<file path="config.mk">
export PLATFORM = sky130hd
export DESIGN_NAME = binary_to_decimal_ascii_core_flat
export DESIGN_NICKNAME = d
export VERILOG_FILES = /design/src/hw/rtl/bda_pkg.sv /design/src/hw/rtl/bda_if.sv /design/src/hw/rtl/bda_dabble_stage.sv /design/src/hw/rtl/bda_serializer.sv /design/src/hw/rtl/binary_to_decimal_ascii_core.sv /design/src/flat_wrapper.sv
export SDC_FILE = /design/constraint.sdc
export NUM_CORES = 1
export LEC_CHECK = 0
export ABC_AREA = 1
export BUFFER_PORTS_ARGS = -buffer_cell sky130_fd_sc_hd__buf_4
export CAP_MARGIN = 10
export CORE_ASPECT_RATIO = 1.4
export CORE_UTILIZATION = 30
export CTS_CLUSTER_SIZE = 28
export DETAILED_ROUTE_END_ITERATION = 16
export HOLD_SLACK_MARGIN = 0.06
export PLACE_DENSITY = 0.54
export SLEW_MARGIN = 20
export SYNTH_ARGS = -nofsm -noshare
export SYNTH_HDL_FRONTEND = slang
export SYNTH_SLANG_ARGS = --single-unit
export TNS_END_PERCENT = 100
</file>
<file path="constraint.sdc">
create_clock -name clock -period 7.1 [get_ports clock]
set_clock_uncertainty 0.1 [all_clocks]
set_input_delay 0.71 -clock clock [delete_from_list [all_inputs] [get_ports clock]]
set_output_delay 0.71 -clock clock [all_outputs]
set_load 0.05 [all_outputs]
</file>
<file path="src/hw/rtl/bda_pkg.sv">
// constants shared by the binary to decimal ascii core
// no dependencies
package bda_pkg;

   localparam int unsigned DIGIT_BITS = 4;
   localparam int unsigned CHAR_BITS = 6;
   localparam int unsigned FIELD_BITS = 32;

   localparam logic [DIGIT_BITS-1:0] DABBLE_LIMIT = 4'd5;
   localparam logic [DIGIT_BITS-1:0] DABBLE_ADD = 4'd3;
   localparam logic [CHAR_BITS-1:0] ASCII_ZERO = 6'd48;

   typedef logic [CHAR_BITS-1:0] char_type;

endpackage

</file>
<file path="src/hw/rtl/bda_if.sv">
// valid/ready channel interfaces for the request and response sides
// depends on bda_pkg
interface bda_req_if;
   logic valid;
   logic ready;
   logic [bda_pkg::FIELD_BITS-1:0] value;

   modport source (output valid, output value, input ready);
   modport sink (input valid, input value, output ready);
endinterface

interface bda_rsp_if;
   logic valid;
   logic ready;
   bda_pkg::char_type digit_char;
   logic last;

   modport source (output valid, output digit_char, output last, input ready);
   modport sink (input valid, input digit_char, input last, output ready);
endinterface

</file>
<file path="src/hw/rtl/bda_dabble_stage.sv">
// one shift-and-add-3 step of the binary to bcd pipeline
// depends on bda_pkg
module bda_dabble_stage #(
   parameter int unsigned VALUE_BITS = 32,
   parameter int unsigned BCD_BITS = 40
) (
   input  logic                  clock,
   input  logic                  reset,
   input  logic                  in_valid,
   output logic                  in_ready,
   input  logic [BCD_BITS-1:0]   in_bcd,
   input  logic [VALUE_BITS-1:0] in_bin,
   output logic                  out_valid,
   input  logic                  out_ready,
   output logic [BCD_BITS-1:0]   out_bcd,
   output logic [VALUE_BITS-1:0] out_bin
);
   localparam int unsigned DIGITS = BCD_BITS / bda_pkg::DIGIT_BITS;

   logic                  valid_ff;
   logic [BCD_BITS-1:0]   bcd_ff;
   logic [BCD_BITS-1:0]   bcd_in;
   logic [VALUE_BITS-1:0] bin_ff;
   logic [VALUE_BITS-1:0] bin_in;
   logic [BCD_BITS-1:0]   adj;

   assign in_ready = !valid_ff || out_ready;

   always_comb begin
      for (int i = 0; i < DIGITS; i++) begin
         if (in_bcd[i*4 +: 4] >= bda_pkg::DABBLE_LIMIT) begin
            adj[i*4 +: 4] = in_bcd[i*4 +: 4] + bda_pkg::DABBLE_ADD;
         end else begin
            adj[i*4 +: 4] = in_bcd[i*4 +: 4];
         end
      end
      bcd_in = {adj[BCD_BITS-2:0], in_bin[VALUE_BITS-1]};
      bin_in = {in_bin[VALUE_BITS-2:0], 1'b0};
   end

   always_ff @(posedge clock) begin
      if (reset) begin
         valid_ff <= 1'b0;
      end else if (in_ready) begin
         valid_ff <= in_valid;
      end
   end

   always_ff @(posedge clock) begin
      if (in_ready && in_valid) begin
         bcd_ff <= bcd_in;
         bin_ff <= bin_in;
      end
   end

   assign out_valid = valid_ff;
   assign out_bcd = bcd_ff;
   assign out_bin = bin_ff;
endmodule

</file>
<file path="src/hw/rtl/bda_serializer.sv">
// sends the bcd digits out one char per beat, leading zeros dropped
// depends on bda_pkg and bda_if
module bda_serializer #(
   parameter int unsigned BCD_BITS = 40
) (
   input  logic                clock,
   input  logic                reset,
   input  logic                in_valid,
   output logic                in_ready,
   input  logic [BCD_BITS-1:0] in_bcd,
   bda_rsp_if.source           rsp
);
   localparam int unsigned DIGITS = BCD_BITS / bda_pkg::DIGIT_BITS;
   localparam int unsigned IDX_BITS = $clog2(DIGITS);

   logic                busy_ff;
   logic [BCD_BITS-1:0] bcd_ff;
   logic [IDX_BITS-1:0] idx_ff;
   logic [IDX_BITS-1:0] top;
   logic                out_valid_ff;
   bda_pkg::char_type   char_ff;
   logic                last_ff;
   logic                emit;
   logic [3:0]          digit;

   assign in_ready = !busy_ff;
   assign emit = busy_ff && (!out_valid_ff || rsp.ready);
   assign digit = bcd_ff[idx_ff*4 +: 4];

   // highest nonzero digit, zero when the value is zero
   always_comb begin
      top = '0;
      for (int i = 0; i < DIGITS; i++) begin
         if (in_bcd[i*4 +: 4] != 4'd0) begin
            top = IDX_BITS'(i);
         end
      end
   end

   always_ff @(posedge clock) begin
      if (reset) begin
         busy_ff <= 1'b0;
         out_valid_ff <= 1'b0;
      end else begin
         if (in_valid && !busy_ff) begin
            busy_ff <= 1'b1;
         end else if (emit && idx_ff == '0) begin
            busy_ff <= 1'b0;
         end
         if (emit) begin
            out_valid_ff <= 1'b1;
         end else if (rsp.ready) begin
            out_valid_ff <= 1'b0;
         end
      end
   end

   always_ff @(posedge clock) begin
      if (in_valid && !busy_ff) begin
         bcd_ff <= in_bcd;
         idx_ff <= top;
      end else if (emit) begin
         idx_ff <= idx_ff - 1'b1;
      end
      if (emit) begin
         char_ff <= bda_pkg::ASCII_ZERO + {2'b00, digit};
         last_ff <= (idx_ff == '0);
      end
   end

   assign rsp.valid = out_valid_ff;
   assign rsp.digit_char = char_ff;
   assign rsp.last = last_ff;
endmodule

</file>
<file path="src/hw/rtl/binary_to_decimal_ascii_core.sv">
// Converts an unsigned value to decimal ascii digits, most significant first, leading
// zeros dropped, zero printed as a single '0', last set on the final digit. The value
// runs through a VALUE_BITS-stage shift-and-add-3 pipeline (one stage per input bit),
// then a serializer sends one char per beat. The serializer sets the rate: it takes
// no new item until the last digit of the current one is in its output register, while
// later items wait in the pipeline stages.
// depends on bda_pkg, bda_if, bda_dabble_stage and bda_serializer
module binary_to_decimal_ascii_core #(
   parameter int unsigned VALUE_BITS = 32
) (
   input logic       clock,
   input logic       reset,
   bda_req_if.sink   req_bus,
   bda_rsp_if.source rsp_bus
);
   localparam int unsigned DIGITS = (VALUE_BITS * 30103 + 99999) / 100000;
   localparam int unsigned BCD_BITS = DIGITS * bda_pkg::DIGIT_BITS;

   logic                  valid [VALUE_BITS+1];
   logic                  ready [VALUE_BITS+1];
   logic [BCD_BITS-1:0]   bcd   [VALUE_BITS+1];
   logic [VALUE_BITS-1:0] bin   [VALUE_BITS+1];

   generate
      if (VALUE_BITS <= bda_pkg::FIELD_BITS) begin : g_narrow
         assign bin[0] = req_bus.value[VALUE_BITS-1:0];
      end else begin : g_wide
         assign bin[0] = {{(VALUE_BITS - bda_pkg::FIELD_BITS){1'b0}}, req_bus.value};
      end
   endgenerate

   assign valid[0] = req_bus.valid;
   assign bcd[0] = '0;
   assign req_bus.ready = ready[0];

   for (genvar s = 0; s < VALUE_BITS; s++) begin : g_stage
      bda_dabble_stage #(
         .VALUE_BITS(VALUE_BITS),
         .BCD_BITS(BCD_BITS)
      ) u_stage (
         .clock(clock),
         .reset(reset),
         .in_valid(valid[s]),
         .in_ready(ready[s]),
         .in_bcd(bcd[s]),
         .in_bin(bin[s]),
         .out_valid(valid[s+1]),
         .out_ready(ready[s+1]),
         .out_bcd(bcd[s+1]),
         .out_bin(bin[s+1])
      );
   end

   bda_serializer #(
      .BCD_BITS(BCD_BITS)
   ) u_ser (
      .clock(clock),
      .reset(reset),
      .in_valid(valid[VALUE_BITS]),
      .in_ready(ready[VALUE_BITS]),
      .in_bcd(bcd[VALUE_BITS]),
      .rsp(rsp_bus)
   );
endmodule
</file>
<file path="src/flat_wrapper.sv">
// flat-port wrapper written by rule: the top's interface ports become plain ports
module binary_to_decimal_ascii_core_flat 
#(
   parameter int unsigned VALUE_BITS = 32
)
  (clock, reset, req_bus_valid, req_bus_value, req_bus_ready, rsp_bus_valid, rsp_bus_digit_char, rsp_bus_last, rsp_bus_ready);
  bda_req_if req_bus_i ();
  bda_rsp_if rsp_bus_i ();
  input logic clock;
  input logic reset;
  input wire logic [$bits(req_bus_i.valid)-1:0] req_bus_valid;
  input wire logic [$bits(req_bus_i.value)-1:0] req_bus_value;
  output wire logic [$bits(req_bus_i.ready)-1:0] req_bus_ready;
  output wire logic [$bits(rsp_bus_i.valid)-1:0] rsp_bus_valid;
  output wire logic [$bits(rsp_bus_i.digit_char)-1:0] rsp_bus_digit_char;
  output wire logic [$bits(rsp_bus_i.last)-1:0] rsp_bus_last;
  input wire logic [$bits(rsp_bus_i.ready)-1:0] rsp_bus_ready;
  assign req_bus_i.valid = req_bus_valid;
  assign req_bus_i.value = req_bus_value;
  assign req_bus_ready = req_bus_i.ready;
  assign rsp_bus_valid = rsp_bus_i.valid;
  assign rsp_bus_digit_char = rsp_bus_i.digit_char;
  assign rsp_bus_last = rsp_bus_i.last;
  assign rsp_bus_i.ready = rsp_bus_ready;
  binary_to_decimal_ascii_core #(.VALUE_BITS(VALUE_BITS)) u_core (.clock(clock), .reset(reset), .req_bus(req_bus_i), .rsp_bus(rsp_bus_i));
endmodule
</file>
==> results.cfg, run 1 <==
[outcome]
status = finished clean

[route]
avgRoutedWirePerCell_um = 11.19
drt_iter0_markers = 990
detail-route-antenna-nets = 0
drc = 0
first_pass_iters = 5
vias = 29300
viasPerCell = 4.268
routed_wirelength_um = 76850

[global_route]
grt_use_total_pct = 8.539
overflow = 0
antenna_found_initial = 0
grt_pass1_vias = 30370
grt_start_max_net_pins = 44
grt_pass1_wl_um = 130300

[floorplan]
dieArea_sq_um = 181700
fp-row-count = 183
fp.dieH_um = 503.9
initial_utilization_pct = 30.31
die_w_um = 360.5
ios = 45
coreArea_sq_um = 178100

[critical_path]
crit_chain = nand2_2, nor2_4, nand4_4, nor2_4, nand4_4, nor2_4, nand4_4, nor2_4, nand4_4, nor2_4, nand4_4, nor2_4, nand4_4, nor2_4, nand4_4, nor2_4, nand3_2, buf_4
worst_setup_path_end_kind = primary output
crit_fanout = 5
crit_slowest_cell = dfxtp_1
critPathMaxStageDelay_ps = 490
start_kind = flip-flop
required_ps = 6290
path_common_cell = nor2_4
path_class = reg2out
cp.arrival_ps = 3810

[pwr]
p_leak_nw = 23.52
powerDensity_nw_per_um2 = 238.1
peakVddDrop_v = 0.0002331
finalPower_mw = 14.76

[synth]
synth_cells = 4229
synth_area_sq_um = 53990
yosysSeqAreaShare_pct = 69.40
ys_types = 37
yosys_warnings = 0
ys_seq_elements = 1259
synth.avg_cell_area_sq_um = 12.77

[timing]
fin_crit_sh_pct = 65.12
fin_crit_ps = 4624
setup_viol = 0
max_freq_mhz = 216.3
relSlewSlack_pct = 31.52
rsz0062_at_grt = false
tns_ps = 0
setup_slack_ps = 2476
timing_max_transition_violations_final = 0
finalHoldViolCount = 0
worst_pin_slew_ps = 1025

[placed_design]
dp_hpwl_um = 55130
pre_cts_slack_ps = 3121
place_area_sq_um = 57470
io_buffers = 42
gp_congestion = 0.7452

[finish]
drive_above_1_share_pct = 8.478
fin_util_pct = 34.80
n_fill_cell = 17060
final-seq-area_sq_um = 37470
antenna_cells = 0
syn_to_final_growth_pct = 14.83
fin_area_sq_um = 61990
final_cell_mix = edfxtp_1, inv_1, nor2_1
final_common_cell = edfxtp_1
multi_input_area_sq_um = 14080
fin_nets = 4805

[clock_network]
cts_tree = done
cts-root-buf = clkbuf_16
cts_resized = 0
cts_inserted_buffers = 131
post_cts_buffers = 0
insertion_delay_ps = 740
htree_levels = 4
path_clk_slew_ps = 60
cts_buffer_depth = 3
hold_buffers = 32
clock_sinks = 1259

[job]
maxCapViolations = 0

[hold_path]
min_path_type = in2reg
==> cell usage after synthesis (all sizes together) <==
master,n,area share (%)
a31oi,2,0.023
ha,316,7.3
buf,4,0.042
xor2,155,2.5
nand4,7,0.28
conb,1,0.0069
xnor2,1,0.016
nor4,7,0.081
nand2,345,2.4
o211ai,1,0.014
edfxtp,1225,68
or4,1,0.014
and2,2,0.023
o21a,3,0.042
a21oi,384,3.6
o41ai,1,0.016
nand3,2,0.028
dfxtp,34,1.3
nor2,518,3.7
clkinv,1,0.0069
o22ai,9,0.10
o21ai,324,3.0
clkbuf,6,0.042
o221ai,4,0.065
a211oi,95,1.3
mux2i,4,0.074
o31ai,3,0.042
or2,97,1.1
nor3b,1,0.014
inv,676,4.7
==> kinds of logic (layout without fill, tap and decap cells) <==
kind of cell	after synthesis	count (layout)	share of synthesized area, %
flops	1259	1259	69.40
simple gates	980	980	7.680
compound gates	826	826	8.197
buf+inv	687	1010	4.790
fa+ha+maj	316	316	7.323
xor+xnor	156	156	2.531
mux	4	4	0.07416
other cells	1	2	0.006946
==> final cells by class <==
| class | count | area share [%] |
|---|---|---|
| clock buffer | 164 | 5.572 |
| clock inverter | 69 | 1.128 |
| inverter | 677 | 4.099 |
| multi-input combinational | 2284 | 22.71 |
| sequential | 1259 | 60.43 |
| tap | 2312 | 4.666 |
| timing repair buffer | 100 | 1.393 |
==> sequential cells by signal, summed over array words and instances (netlist names) <==
signal,flops
u_core.u_ser.idx_ff,4
u_core.g_stage.u_stage.out_bcd,680
u_core.u_ser.rsp.last,1
u_core.g_stage.u_stage.out_valid,32
u_core.u_ser.bcd_ff,40
u_core.u_ser.rsp.digit_char,4
u_core.u_ser.rsp.valid,1
u_core.g_stage.u_stage.out_bin,496
u_core.u_ser.busy_ff,1
==> routing by layer <==
| layer | track usage [%] | up-vias | share of wire, % |
|---|---|---|---|
| li1 | - | 15020 | - |
| met1 | 6.584 | 13830 | 32 |
| met5 | 0 | - | 0 |
| met4 | 3.599 | 0 | 3.1 |
| met3 | 1.898 | 160 | 3.0 |
| met2 | 18.91 | 295 | 61 |
==> worst paths after layout <==
check / startpoint / end / slack [ps] / cells past startpoint
worst max-delay path: u_core.u_ser.busy_ff / req_bus_ready / 2480 / 18
worst max register to register: u_core.u_ser.busy_ff / u_core.g_stage[0].u_stage.out_bin[7] / 3450 / 17
worst min register to register: u_core.g_stage[17].u_stage.out_bin[18] / u_core.g_stage[18].u_stage.out_bin[19] / 290 / 0
worst min-delay path: req_bus_valid / u_core.g_stage[0].u_stage.out_valid / 200 / 3
==> worst max-delay path, delay by kind of cell, from the launching register on <==
| family | cells | cell delay (ps) |
|---|---|---|
| and+or+nand+nor | 17 | 2340 |
| DFF | 1 | 490 |
| buffers and inverters | 1 | 220 |
==> power by group <==
part           leakage (nW)  total (mW)  internal (mW)  switching (mW)
Clock                  2.03        6.61           3.81            2.80
Sequential             11.4        8.09           8.08          0.0101
Combinational          10.1      0.0583         0.0277          0.0306
Total                  23.5        14.8           11.9            2.84
==> through the flow <==
stage          hold slack, ps  cells
4_1_cts                 136.6   6863
5_1_grt                 161.1   6865
3_5_place_dp            304.5   6598
6_report                196.4   6865
2_1_floorplan           300.3   4230
3_3_place_gp            300.1   6598
(Power assumes the default switching activity.)
==> run 2: changes to the inputs <==
- clock period: 7.1 -> 4.81 ns (I/O delays scaled with it)
==> results.cfg, run 2 (synthesized netlist as in run 1, its figures left out) <==
[outcome]
status = finished clean

[placed_design]
io_buffers = 42
pre_cts_slack_ps = 832.4
gp_congestion = 0.7524
dp.cells = 6598
dp_hpwl_um = 55450

[floorplan]
dieArea_sq_um = 181700
die_w_um = 360.5
ios = 45
initial_utilization_pct = 30.31
fp-row-count = 183
coreArea_sq_um = 178100
fp.dieH_um = 503.9

[timing]
tns_ps = 0
max_freq_mhz = 227.2
setup_viol = 0
rsz0062_at_grt = false
fin_crit_ps = 4401
finalHoldViolCount = 0
relSlewSlack_pct = 33.16
fin_crit_sh_pct = 91.50
timing_max_transition_violations_final = 0
worst_pin_slew_ps = 1000
setup_slack_ps = 408.8

[clock_network]
insertion_delay_ps = 750
path_clk_slew_ps = 60
cts_inserted_buffers = 134
cts_buffer_depth = 3
post_cts_buffers = 0
clock_sinks = 1259
cts_tree = done
cts-root-buf = clkbuf_16
htree_levels = 4

[finish]
fin_cells = 6879
final_cell_mix = edfxtp_1, inv_1, nor2_1
syn_to_final_growth_pct = 15.30
n_fill_cell = 17110
largest_reg_flops = 680
final_common_cell = edfxtp_1
antenna_cells = 0
fin_nets = 4814
drive_above_1_share_pct = 8.583

[global_route]
overflow = 0
grt_use_total_pct = 8.539
antenna_found_initial = 0
grt_start_max_net_pins = 44
grt_pass1_wl_um = 129800
grt_pass1_vias = 30140

[critical_path]
path_common_cell = nor2_4
required_ps = 4230
crit_fanout = 5
path_class = reg2out
crit_slowest_cell = dfxtp_1
start_kind = flip-flop
critPathMaxStageDelay_ps = 500
worst_setup_path_end_kind = primary output
cp.arrival_ps = 3820
crit_chain = nand2_2, nor2_4, nand4_4, nor2_4, nand4_4, nor2_4, nand4_4, nor2_4, nand4_4, nor2_4, nand4_4, nor2_4, nand4_4, nor2_4, nand4_4, nor2_4, nand3_2, buf_4

[route]
avgRoutedWirePerCell_um = 11.25
drt_iter0_markers = 1196
first_pass_iters = 5
viasPerCell = 4.289
drc = 0
routed_wirelength_um = 77410
vias = 29510
detail-route-antenna-nets = 0

[pwr]
powerDensity_nw_per_um2 = 355.1
peakVddDrop_v = 0.0004234
p_leak_nw = 23.61

[hold_path]
min_path_type = reg2reg

[job]
maxCapViolations = 0
## run 2: cell count changes in the layout (fill, tap and decap cells not counted), sizes merged
cell	change
clkinvlp	+4
clkbuf	+9
inv	-1
clkinv	-6
buf	+1
dlygate4sd3	+5
bufinv	+2
## run 2: worst max-delay path, delay by kind of cell (launching register included)
family,cells,cell delay (ps)
buffers and inverters,1,220
DFF,1,500
and+or+nand+nor,17,2350
## run 2: area by class of cell
| type | count | area [sq um] | share of cell area, % |
|---|---|---|---|
| clock buffers | 173 | 3571 | 5.737 |
| clock inverters | 68 | 765.7 | 1.230 |
| inverters | 677 | 2541 | 4.082 |
| multi-input cells | 2284 | 14080 | 22.62 |
| flip-flops and latches | 1259 | 37470 | 60.19 |
| well taps | 2312 | 2893 | 4.647 |
| repair buffers | 106 | 933.4 | 1.499 |
## run 2: worst paths after layout
path                                          startpoint                                endpoint  slack [ps]  cells after the start
setup / recovery                    u_core.u_ser.busy_ff                           req_bus_ready         410                     18
hold / removal    u_core.g_stage[11].u_stage.out_bin[23]  u_core.g_stage[12].u_stage.out_bin[24]         300                      0
setup reg to reg                    u_core.u_ser.busy_ff     u_core.g_stage[0].u_stage.out_valid        1110                     19
hold reg to reg   u_core.g_stage[11].u_stage.out_bin[23]  u_core.g_stage[12].u_stage.out_bin[24]         300                      0
## run 2: layer usage
metal,GRT usage (%),share of wire [%],wire length (um)
met5,0,0,0
met4,3.783,3.2,2487
met3,1.998,3.2,2471
met2,18.92,62,47760
met1,6.437,32,24690
## run 2: repair_timing
| item | 4_1_cts | 5_1_grt |
|---|---|---|
| hold endpoints to repair | 62 | 0 |
| hold buffers | 37 | 0 |
| gates resized for setup | 0 | 0 |
## run 2: power by group
| group | switching [mW] | total, mW | leakage [nW] | internal [mW] |
|---|---|---|---|---|
| Clock | 4.19 | 10.1 | 2.09 | 5.88 |
| Sequential | 0.0148 | 11.9 | 11.4 | 11.9 |
| Combinational | 0.0452 | 0.0882 | 10.2 | 0.0429 |
## run 2: stage by stage
stage | util (%) | cell area (sq um) | power, mW | hold WS, ps
detailed placement | 32.26 | 57470 | 12.25 | 304.5
finish | 34.94 | 62250 | 22.11 | 295.6
global route | 34.94 | 62250 | 22.89 | 284.5
global placement | 32.26 | 57470 | 12.24 | 300.5
floorplan | - | 53990 | 12.21 | 300.3
CTS | 34.91 | 62180 | 22.49 | 260.7
==> run 3: changes to the inputs <==
- CELL_PAD_IN_SITES_DETAIL_PLACEMENT: default -> 1
- CELL_PAD_IN_SITES_GLOBAL_PLACEMENT: default -> 1
- CORE_UTILIZATION: 30 -> 50
- PLACE_DENSITY: 0.54 -> 0.86
==> results.cfg, run 3 (synthesized netlist as in run 1, its figures left out) <==
[clock_network]
clock_sinks = 1259
path_clk_slew_ps = 70
htree_levels = 3
cts_buffer_depth = 3
cts_inserted_buffers = 114
cts_resized = 0
cts_tree = done
cts-root-buf = clkbuf_16
insertion_delay_ps = 750

[critical_path]
reg2reg_from = u_core.u_ser.busy_ff
cp.arrival_ps = 3940
worst_setup_path_end_kind = primary output
crit_fanout = 5
r2r-end = u_core.g_stage[2].u_stage.out_bin[4]
crit_chain = nand2_2, nor2_4, nand4_4, nor2_4, nand4_4, nor2_4, nand4_4, nor2_4, nand4_4, nor2_4, nand4_4, nor2_4, nand4_4, nor2_4, nand4_4, nor2_4, nand3_2, buf_4
path_class = reg2out
r2r_cells = 19
required_ps = 4230
critPathMaxStageDelay_ps = 530
r2r_setup_slack_ps = 980
start_kind = flip-flop
path_common_cell = nor2_4
crit_slowest_cell = dfxtp_1

[global_route]
grt_start_max_net_pins = 44
antenna_found_initial = 0
overflow = 0
grt_use_total_pct = 22.39
grt_pass1_vias = 36400
grt_pass1_wl_um = 190700

[floorplan]
coreArea_sq_um = 107000
initial_utilization_pct = 50.48
die_w_um = 279.7
fp-row-count = 142
fp.dieH_um = 390.8
ios = 45
dieArea_sq_um = 109300

[timing]
max_freq_mhz = 221.1
fin_crit_sh_pct = 94.03
fin_crit_ps = 4523
rsz0062_at_grt = false
tns_ps = 0
worst_pin_slew_ps = 1134
timing_max_transition_violations_final = 0
relSlewSlack_pct = 24.25
finalHoldViolCount = 0
worst_hold_slack_ps = 292.8
setup_viol = 0

[route]
first_pass_iters = 5
vias = 31950
avgRoutedWirePerCell_um = 20.50
viasPerCell = 5.342
drc = 0
drt_iter0_markers = 1539
routed_wirelength_um = 122600
detail-route-antenna-nets = 0

[finish]
largest_reg_flops = 680
fin_nets = 4794
syn_to_final_growth_pct = 12.47
drive_above_1_share_pct = 8.390
fin_area_sq_um = 60720
antenna_cells = 0
final_common_cell = edfxtp_1
final_cell_mix = edfxtp_1, inv_1, nor2_1

[hold_path]
hp-start = u_core.g_stage[19].u_stage.out_bcd[25]
min_path_cells = 0
min_path_type = reg2reg
whs_endpoint = u_core.g_stage[20].u_stage.out_bcd[26]

[placed_design]
place_area_sq_um = 56360
dp_hpwl_um = 80090
gp_congestion = 0.7822
io_buffers = 42

[pwr]
p_leak_nw = 23.41
powerDensity_nw_per_um2 = 352.7
finalPower_mw = 21.42
peakVddDrop_v = 0.0004083

[job]
maxCapViolations = 0

[outcome]
status = finished clean
run 3: cell types whose count changed in the layout (fill, tap and decap cells not counted), sizes merged:
cell and change:
inv -4, dlygate4sd3 -2, bufinv +1, clkinvlp +1
buf +2, clkinv +7, clkbuf -31
run 3: cell type report:
type,instances,area (sq um)
timing repair buffer,106,1028
fill,10650,46240
clock inverter,73,778.2
inverter,677,2541
sequential,1259,37470
tap,1440,1802
clock buffer,142,3029
multi-input combinational,2284,14080
run 3: layer usage:
| metal | vias up | global-route usage (%) | wire, um |
|---|---|---|---|
| met5 | - | 0 | 0 |
| met4 | 0 | 10.38 | 5247 |
| met3 | 327 | 2.575 | 3142 |
| met2 | 621 | 49.26 | 76310 |
| met1 | 16010 | 18.58 | 37930 |
| li1 | 14990 | - | - |
run 3: where the power goes:
part | internal (mW) | switching [mW] | leakage (nW)
logic | 0.0462 | 0.0578 | 10.2
registers | 11.9 | 0.0280 | 11.4
clock network | 5.15 | 4.21 | 1.85
run 3: worst max-delay path, delay by kind of cell (launching register included):
kind / cells / cell delay, ps
flip-flops: 1 / 530
AND/OR/NAND/NOR: 17 / 2450
buffers and inverters: 1 / 230
run 3: worst max path at each step:
stage | start | end | slack (ps)
final | u_core.u_ser.busy_ff | req_bus_ready | 290
after global routing | u_core.u_ser.busy_ff | req_bus_ready | 40
after CTS | u_core.u_ser.busy_ff | req_bus_ready | 220
after detailed placement | u_core.u_ser.busy_ff | u_core.g_stage[2].u_stage.out_bin[18] | 680
after global placement | u_core.u_ser.busy_ff | u_core.g_stage[2].u_stage.out_bin[17] | 990
after floorplan | u_core.u_ser.busy_ff | u_core.g_stage[0].u_stage.out_bcd[0] | 1270
run 3: stage by stage:
step | std cells | setup slack [ps] | utilization, %
floorplan | 4230 | 1269 | -
global placement | 5723 | 986.8 | 52.69
detailed placement | 5723 | 682.0 | 52.69
CTS | 5973 | 220.6 | 56.58
global route | 5981 | 39.83 | 56.77
finish | 5981 | 287.1 | 56.77
run 3: what timing repair did:
action                    CTS  global route
buffers inserted            0             0
hold buffers               35             0
hold endpoints to repair   37             0
